`config.mk`:
```
export PLATFORM = sky130hd
export DESIGN_NAME = cialu_div_cell
export DESIGN_NICKNAME = d
export VERILOG_FILES = /design/src/assert_macros.svh /design/src/cialu_pkg.sv /design/src/cialu_div_cell.sv
export SDC_FILE = /design/constraint.sdc
export NUM_CORES = 1
export LEC_CHECK = 0
export ABC_AREA = 1
export BUFFER_PORTS_ARGS = -buffer_cell sky130_fd_sc_hd__buf_4
export CORE_MARGIN = 3
export CORE_UTILIZATION = 30
export DETAILED_ROUTE_END_ITERATION = 8
export PLACE_DENSITY = 0.51
export SYNTH_ARGS = -nofsm -noshare
export SYNTH_HDL_FRONTEND = slang
export SYNTH_SLANG_ARGS = --single-unit
```
`constraint.sdc`:
```
create_clock -name aclk -period 10.1 [get_ports aclk]
set_input_delay 0 -clock aclk [delete_from_list [all_inputs] [get_ports aclk]]
set_output_delay 0 -clock aclk [all_outputs]
set_load 0.1 [all_outputs]
```
`src/assert_macros.svh`:
```
// Assertion macros used by the RTL core (complex_integer_alu_core).
`ifndef ASSERT_MACROS_SVH
`define ASSERT_MACROS_SVH
`ifndef NO_ASSERTIONS
// Property checked outside reset.
`define CIALU_ASSERT(lbl, clk, rstn, prop, msg) \
    lbl: assert property (@(posedge clk) disable iff (!rstn) prop) else $error(msg);
// Property checked on every edge, reset included.
`define CIALU_ASSERT_ALWAYS(lbl, clk, prop, msg) \
    lbl: assert property (@(posedge clk) prop) else $error(msg);
`else
`define CIALU_ASSERT(lbl, clk, rstn, prop, msg)
`define CIALU_ASSERT_ALWAYS(lbl, clk, prop, msg)
`endif
`endif

```
`src/cialu_pkg.sv`:
```
`timescale 1ns / 1ps
// ----------------------------------------------------------------------------
// cialu_pkg
// Types and constants of the complex integer arithmetic unit.
// ----------------------------------------------------------------------------
package cialu_pkg;

    localparam int DATA_WIDTH = 32;
    localparam int FIELD_W    = 32;
    localparam int OP_W       = 2;

    typedef enum logic [OP_W-1:0] {
        OP_ADD = 2'd0,
        OP_SUB = 2'd1,
        OP_MUL = 2'd2,
        OP_DIV = 2'd3
    } op_t;

    // per-word control carried down the divider row
    typedef struct packed {
        logic div;
        logic dz;
        logic neg_re;
        logic neg_im;
    } ctrl_t;

endpackage

```
`src/cialu_div_cell.sv`:
```
`timescale 1ns / 1ps
// ----------------------------------------------------------------------------
// cialu_div_cell
// One restoring division step for both quotients; passes other words through.
// ----------------------------------------------------------------------------
module cialu_div_cell #(
    parameter int W = cialu_pkg::DATA_WIDTH
) (
    input  logic             aclk,
    input  logic             aresetn,
    input  logic             in_valid,
    output logic             in_ready,
    input  cialu_pkg::ctrl_t in_ctrl,
    input  logic [W-1:0]     in_den,
    input  logic [W-1:0]     in_rem_re,
    input  logic [W-1:0]     in_rem_im,
    input  logic [W-1:0]     in_nq_re,
    input  logic [W-1:0]     in_nq_im,
    output logic             out_valid,
    input  logic             out_ready,
    output cialu_pkg::ctrl_t out_ctrl,
    output logic [W-1:0]     out_den,
    output logic [W-1:0]     out_rem_re,
    output logic [W-1:0]     out_rem_im,
    output logic [W-1:0]     out_nq_re,
    output logic [W-1:0]     out_nq_im
);

    logic             valid_reg;
    cialu_pkg::ctrl_t ctrl_reg;
    logic [W-1:0]     den_reg, rem_re_reg, rem_im_reg, nq_re_reg, nq_im_reg;
    logic [W-1:0]     rem_re_next, rem_im_next, nq_re_next, nq_im_next;
    logic [W:0]       sh_re, sh_im, dif_re, dif_im;

    assign in_ready = !valid_reg || out_ready;

    // shift in the next numerator bit, subtract where it fits
    assign sh_re  = {in_rem_re, in_nq_re[W-1]};
    assign sh_im  = {in_rem_im, in_nq_im[W-1]};
    assign dif_re = sh_re - {1'b0, in_den};
    assign dif_im = sh_im - {1'b0, in_den};

    always_comb begin
        rem_re_next = in_rem_re;
        rem_im_next = in_rem_im;
        nq_re_next  = in_nq_re;
        nq_im_next  = in_nq_im;
        if (in_ctrl.div) begin
            rem_re_next = dif_re[W] ? sh_re[W-1:0] : dif_re[W-1:0];
            rem_im_next = dif_im[W] ? sh_im[W-1:0] : dif_im[W-1:0];
            nq_re_next  = {in_nq_re[W-2:0], !dif_re[W]};
            nq_im_next  = {in_nq_im[W-2:0], !dif_im[W]};
        end
    end

    always_ff @(posedge aclk) begin
        if (!aresetn) begin
            valid_reg <= 1'b0;
        end else if (in_ready) begin
            valid_reg <= in_valid;
        end
    end

    always_ff @(posedge aclk) begin
        if (in_ready && in_valid) begin
            ctrl_reg   <= in_ctrl;
            den_reg    <= in_den;
            rem_re_reg <= rem_re_next;
            rem_im_reg <= rem_im_next;
            nq_re_reg  <= nq_re_next;
            nq_im_reg  <= nq_im_next;
        end
    end

    assign out_valid  = valid_reg;
    assign out_ctrl   = ctrl_reg;
    assign out_den    = den_reg;
    assign out_rem_re = rem_re_reg;
    assign out_rem_im = rem_im_reg;
    assign out_nq_re  = nq_re_reg;
    assign out_nq_im  = nq_im_reg;

endmodule

```
# Yosys cells after proc, flatten, opt, wreduce, memory -nomap -nowiden
# Cells that the tools add are included.
dict set report word_totals {
  inputBits 168
  output_inout_bits 166
  reg_bits 165
}
dict set report op_classes {
  mux 6
  n_reduce_logical 5
  addsub 2
}
# op count
set op_table {}
lappend op_table {{$mux 32} 6}
lappend op_table {{$sub 33x32->33} 2}
lappend op_table {{$logic_not 1->1} 3}
lappend op_table {{$logic_and 1x1->1} 1}
lappend op_table {{$logic_or 1x1->1} 1}

# Longest topological paths before layout
dict set report logic_depth {
  ltp_word 3
  ltp_mapped 19
}

# Worst setup path before layout
# No wires, ideal clock.
dict set report synth_timing {
  path_kind {register to register}
  start {reg valid_reg, in the netlist out_valid}
  end {reg ctrl_reg, in the netlist out_ctrl[0] (enable)}
  synth_period_minus_slack_ns 9.463
  path_stages_with_launch 2
  t_arrival_ns 8.723
  path_slack_ns 0.637
  n_path_buf 0
  t_required_ns 9.360
  path_cell_list {dfxtp_1 a21oi_1}
}
dict set report synth_via {
  elab_chain_cells 3
}
# element line
set synth_rtl {}
lappend synth_rtl {{from (decl)} cialu_div_cell.sv:29} ;# logic valid_reg;
lappend synth_rtl {{from (signal assigned)} cialu_div_cell.sv:60} ;# valid_reg <= in_valid;
lappend synth_rtl {{$logic_not 1->1} cialu_div_cell.sv:35} ;# assign in_ready = !valid_reg || out_ready;
lappend synth_rtl {{$logic_or 1x1->1} cialu_div_cell.sv:35}
lappend synth_rtl {{$logic_and 1x1->1} cialu_div_cell.sv:65} ;# if (in_ready && in_valid) begin
lappend synth_rtl {{to (signal assigned)} cialu_div_cell.sv:66} ;# ctrl_reg <= in_ctrl;
lappend synth_rtl {{to (decl)} cialu_div_cell.sv:30} ;# cialu_pkg::ctrl_t ctrl_reg;
# No other way between the ends.
# A chain may end at the register's enable or synchronous reset.

# Worst setup path after layout
dict set report layout_timing {
  start {in in_den[18]}
  end {reg rem_re_reg[16], in the netlist out_rem_re[16], data pin}
}
dict set report layout_via {
  elab_chain_cells 3
}
# element line
set layout_rtl {}
lappend layout_rtl {{from (decl)} cialu_div_cell.sv:14} ;# input logic [W-1:0] in_den,
lappend layout_rtl {{$sub 33x32->33} cialu_div_cell.sv:40} ;# assign dif_re = sh_re - {1'b0, in_den};
lappend layout_rtl {{$mux 32} cialu_div_cell.sv:49} ;# rem_re_next = dif_re[W] ? sh_re[W-1:0] : dif_re[W-1:0];
lappend layout_rtl {{$mux 32} cialu_div_cell.sv:48} ;# if (in_ctrl.div) begin
lappend layout_rtl {{via rem_re_next[16]} cialu_div_cell.sv:32} ;# logic [W-1:0] rem_re_next, rem_im_next, nq_re_next, nq_im_next;
lappend layout_rtl {{to (signal assigned)} cialu_div_cell.sv:68} ;# rem_re_reg <= rem_re_next;
lappend layout_rtl {{to (decl)} cialu_div_cell.sv:31} ;# logic [W-1:0] den_reg, rem_re_reg, rem_im_reg, nq_re_reg, nq_im_reg;
# The timed path passes the listed nets, and every way through them passes these cells.

==> impl_results.md <==
- Skew-Pair Late Insertion Delay: 0.49 ns
- Synth cell types: 33
- Worst path cell trace: dlygate4sd3_1 -> buf_4 -> inv_1 -> ha_1 -> nand2_2 -> inv_2 -> nand2_1 -> nand2_1 -> nand2_1 -> nand2_1 -> a21oi_1 -> nand3_4 -> nand2_4 -> nand2_1 -> nand3_1 -> nand2_1 -> dlygate4sd3_1
- Synthesis-stage register bit count: 165
- Final setup viols: 0
- FF/Latch Area: 4940 um2
- Residual DRC: 0
- Setup TNS: 0 ns
- Arrival time worst endpoint: 3.83 ns
- Hold Crit Class: input pin to flop
- Die height: 212 um
- Total iterations of the first detailed-routing run: 5
- Asr flop ratio synth: 0
- Top_reg_cell synth: edfxtp_1
- Number of fill cells: 4254
- Slew @ Worst Pin: 0.999 ns
- First-pass GRT wire length: 76300 um
- Final #Nets: 2647
- Hold Vio Cnt, Final: 0
- GRT Residual Overflow: 0
- Initial core utilization: 0.307
- Port Buffer Count: 333
- Layout area overhead: 45.0%
- DPL Wire Length: 38500 um
- Hold-fix buffers, CTS: 219
- Register area share after synthesis: 0.389
- Die area: 44900 um2
- Worst path depth: 17
- CTS sink cnt: 165
- Post-Syn Area: 12700 um2
- Largest cells by area after synthesis: edfxtp_1, nand2_1, inv_1, ha_1, nand3_1
- Post-CTS setup buffers: 0
- Synth top area share: 0.387
- H-Tree Depth: 4
- Uppermost layer routed: met5
- Unrepaired setup endpoints after global routing: no
- Buf/Inv on CP: 5
- Clock transition at path regs: 0.07 ns
- Crit-path max cell delay: 0.57 ns
- Final wirelength: 50500 um
- Yosys top cell by area: edfxtp_1
- Root Driver: clkbuf_16
- Final Cycle Share: 0.357
- DR WL met3: 2680 um
- Mapped Cells: 1880
- Crit path max fanout: 34
- Fin crit period: 3.60 ns
- Avg WL per Cell: 17.1 um
- Worst vdd ir: 0.000123 V
- Share of layout cells above drive strength 1: 0.164
- EDFF count, synth: 164
- Max-slew headroom: 0.334
- Largest net degree at the start of global routing: 88
- Vias: 13372
- Clock Path Buffers: 2
- Worst setup SP type: input pin
- CP required: 10.33 ns
- Final Slew Violations: 0
- Via-per-instance ratio: 4.52
- Max Cap Viol: 0
- Num rows: 74
- Syn nets: 2114
- Met2 wire length: 22700 um
- Leak pwr: 9.79 nW
- Total power: 2.60 mW
- First DRT Iteration DRCs: 918
- CTS buffer count: 17
- Chip Width: 212 um
- Area of the multi-input gates: 6150 um2
- Post-cts resize count: 0
- Ports: 334
- Most instantiated cells after synthesis: nand2_1, inv_1, edfxtp_1
- Worst-path cell with the longest stage delay: nand2_4
- Power Dens Cells: 141 nW/um2
- Most frequent cell on the critical path: nand2_1
- Max Clock Freq: 0.278 GHz
- Most frequent cell after synthesis: nand2_1
- Antenna-violating nets left: 0
- Gr usage total: 0.224
- Final GP Congestion: 0.982
- Worst Hold Depth: 2
- Vias in the first global route: 13079
- Final Skew: 0.0113 ns
- Kind of end point of the critical path: flop
- Wl on met1: 24000 um
- CP top delay family: simple AND/OR/NAND/NOR gates
- YS warnings: 0
- CTS tree: built
- Worst R2R Path Depth: 3
- WS Path Type: input pin to flop
- Mapped Avg Cell Area: 6.77 um2
- Status: finished, final reports clean
- Initial antenna violation count: 2
- Core Area: 41400 um2
==> registers in the layout, indices dropped and copies added (netlist names) <==
name / cells
out_den: 32
out_nq_re: 32
out_rem_im: 32
out_ctrl: 4
out_rem_re: 32
out_valid: 1
out_nq_im: 32
==> logic make-up (layout without fill, tap and decap cells) <==
logic type | after synthesis | in the layout | share of synthesized area
buffers and inverters | 420 | 966 | 0.129
XOR/XNOR | 30 | 30 | 0.0207
flip-flops | 165 | 165 | 0.389
AND/OR/NAND/NOR | 1087 | 1087 | 0.350
AO/OA/AOI/OAI | 112 | 112 | 0.0453
adder cells (fa/ha/maj) | 66 | 66 | 0.0661
other | 0 | 1 | 0
==> area by class of cell <==
| cell class | count | share of cell area |
|---|---|---|
| multi-input combinational | 1295 | 0.333 |
| sequential | 165 | 0.268 |
| timing repair buffer | 557 | 0.256 |
| inverter | 377 | 0.0768 |
| tap | 532 | 0.0361 |
| clock buffer | 18 | 0.0233 |
| clock inverter | 14 | 0.00644 |
| antenna | 1 | 0.000136 |
==> cells in the final DEF, fill, tap and decap left out, types with 8 or more instances in the layout <==
master,count
a21oi_1,41
buf_4,338
clkbuf_16,17
dlygate4sd3_1,219
edfxtp_1,164
ha_1,64
inv_1,373
nand2_1,824
nand2_2,12
nand3_1,110
nand3b_1,26
nand4_1,12
nor2_1,79
nor2_2,8
o21ai_0,63
xnor2_1,25
==> power breakdown <==
group          switching, mW  total, mW  internal [mW]
combinational          0.780       1.11          0.326
clock                  0.332      0.654          0.321
sequential            0.0200      0.843          0.823
==> metrics by stage <==
step	hold slack, ns	instance area (um2)	utilization	std cells	setup WS, ns
after floorplan	0.0989	12700	-	1880	0.637
after global placement	0.179	15700	0.380	2707	7.20
after detailed placement	0.180	15700	0.380	2707	7.19
after CTS	0.183	18500	0.446	2958	6.63
after global routing	0.212	18500	0.446	2959	6.32
final	0.233	18500	0.446	2959	6.50
==> path summary, 6_finish.rpt <==
path                    from             end  slack [ns]
setup / recovery  in_den[18]  out_rem_re[16]        6.50
hold / removal     in_den[7]      out_den[7]        0.23
setup reg to reg   out_valid   out_nq_im[31]        7.70
hold reg to reg    out_valid     out_ctrl[0]        1.04
==> routing by layer <==
layer,vias to the layer above,track usage
met5,-,0
li1,6846,-
met1,6062,0.305
met2,411,0.364
met3,51,0.0391
met4,2,0.0697
Note: power is estimated with default switching activity, not from simulation.
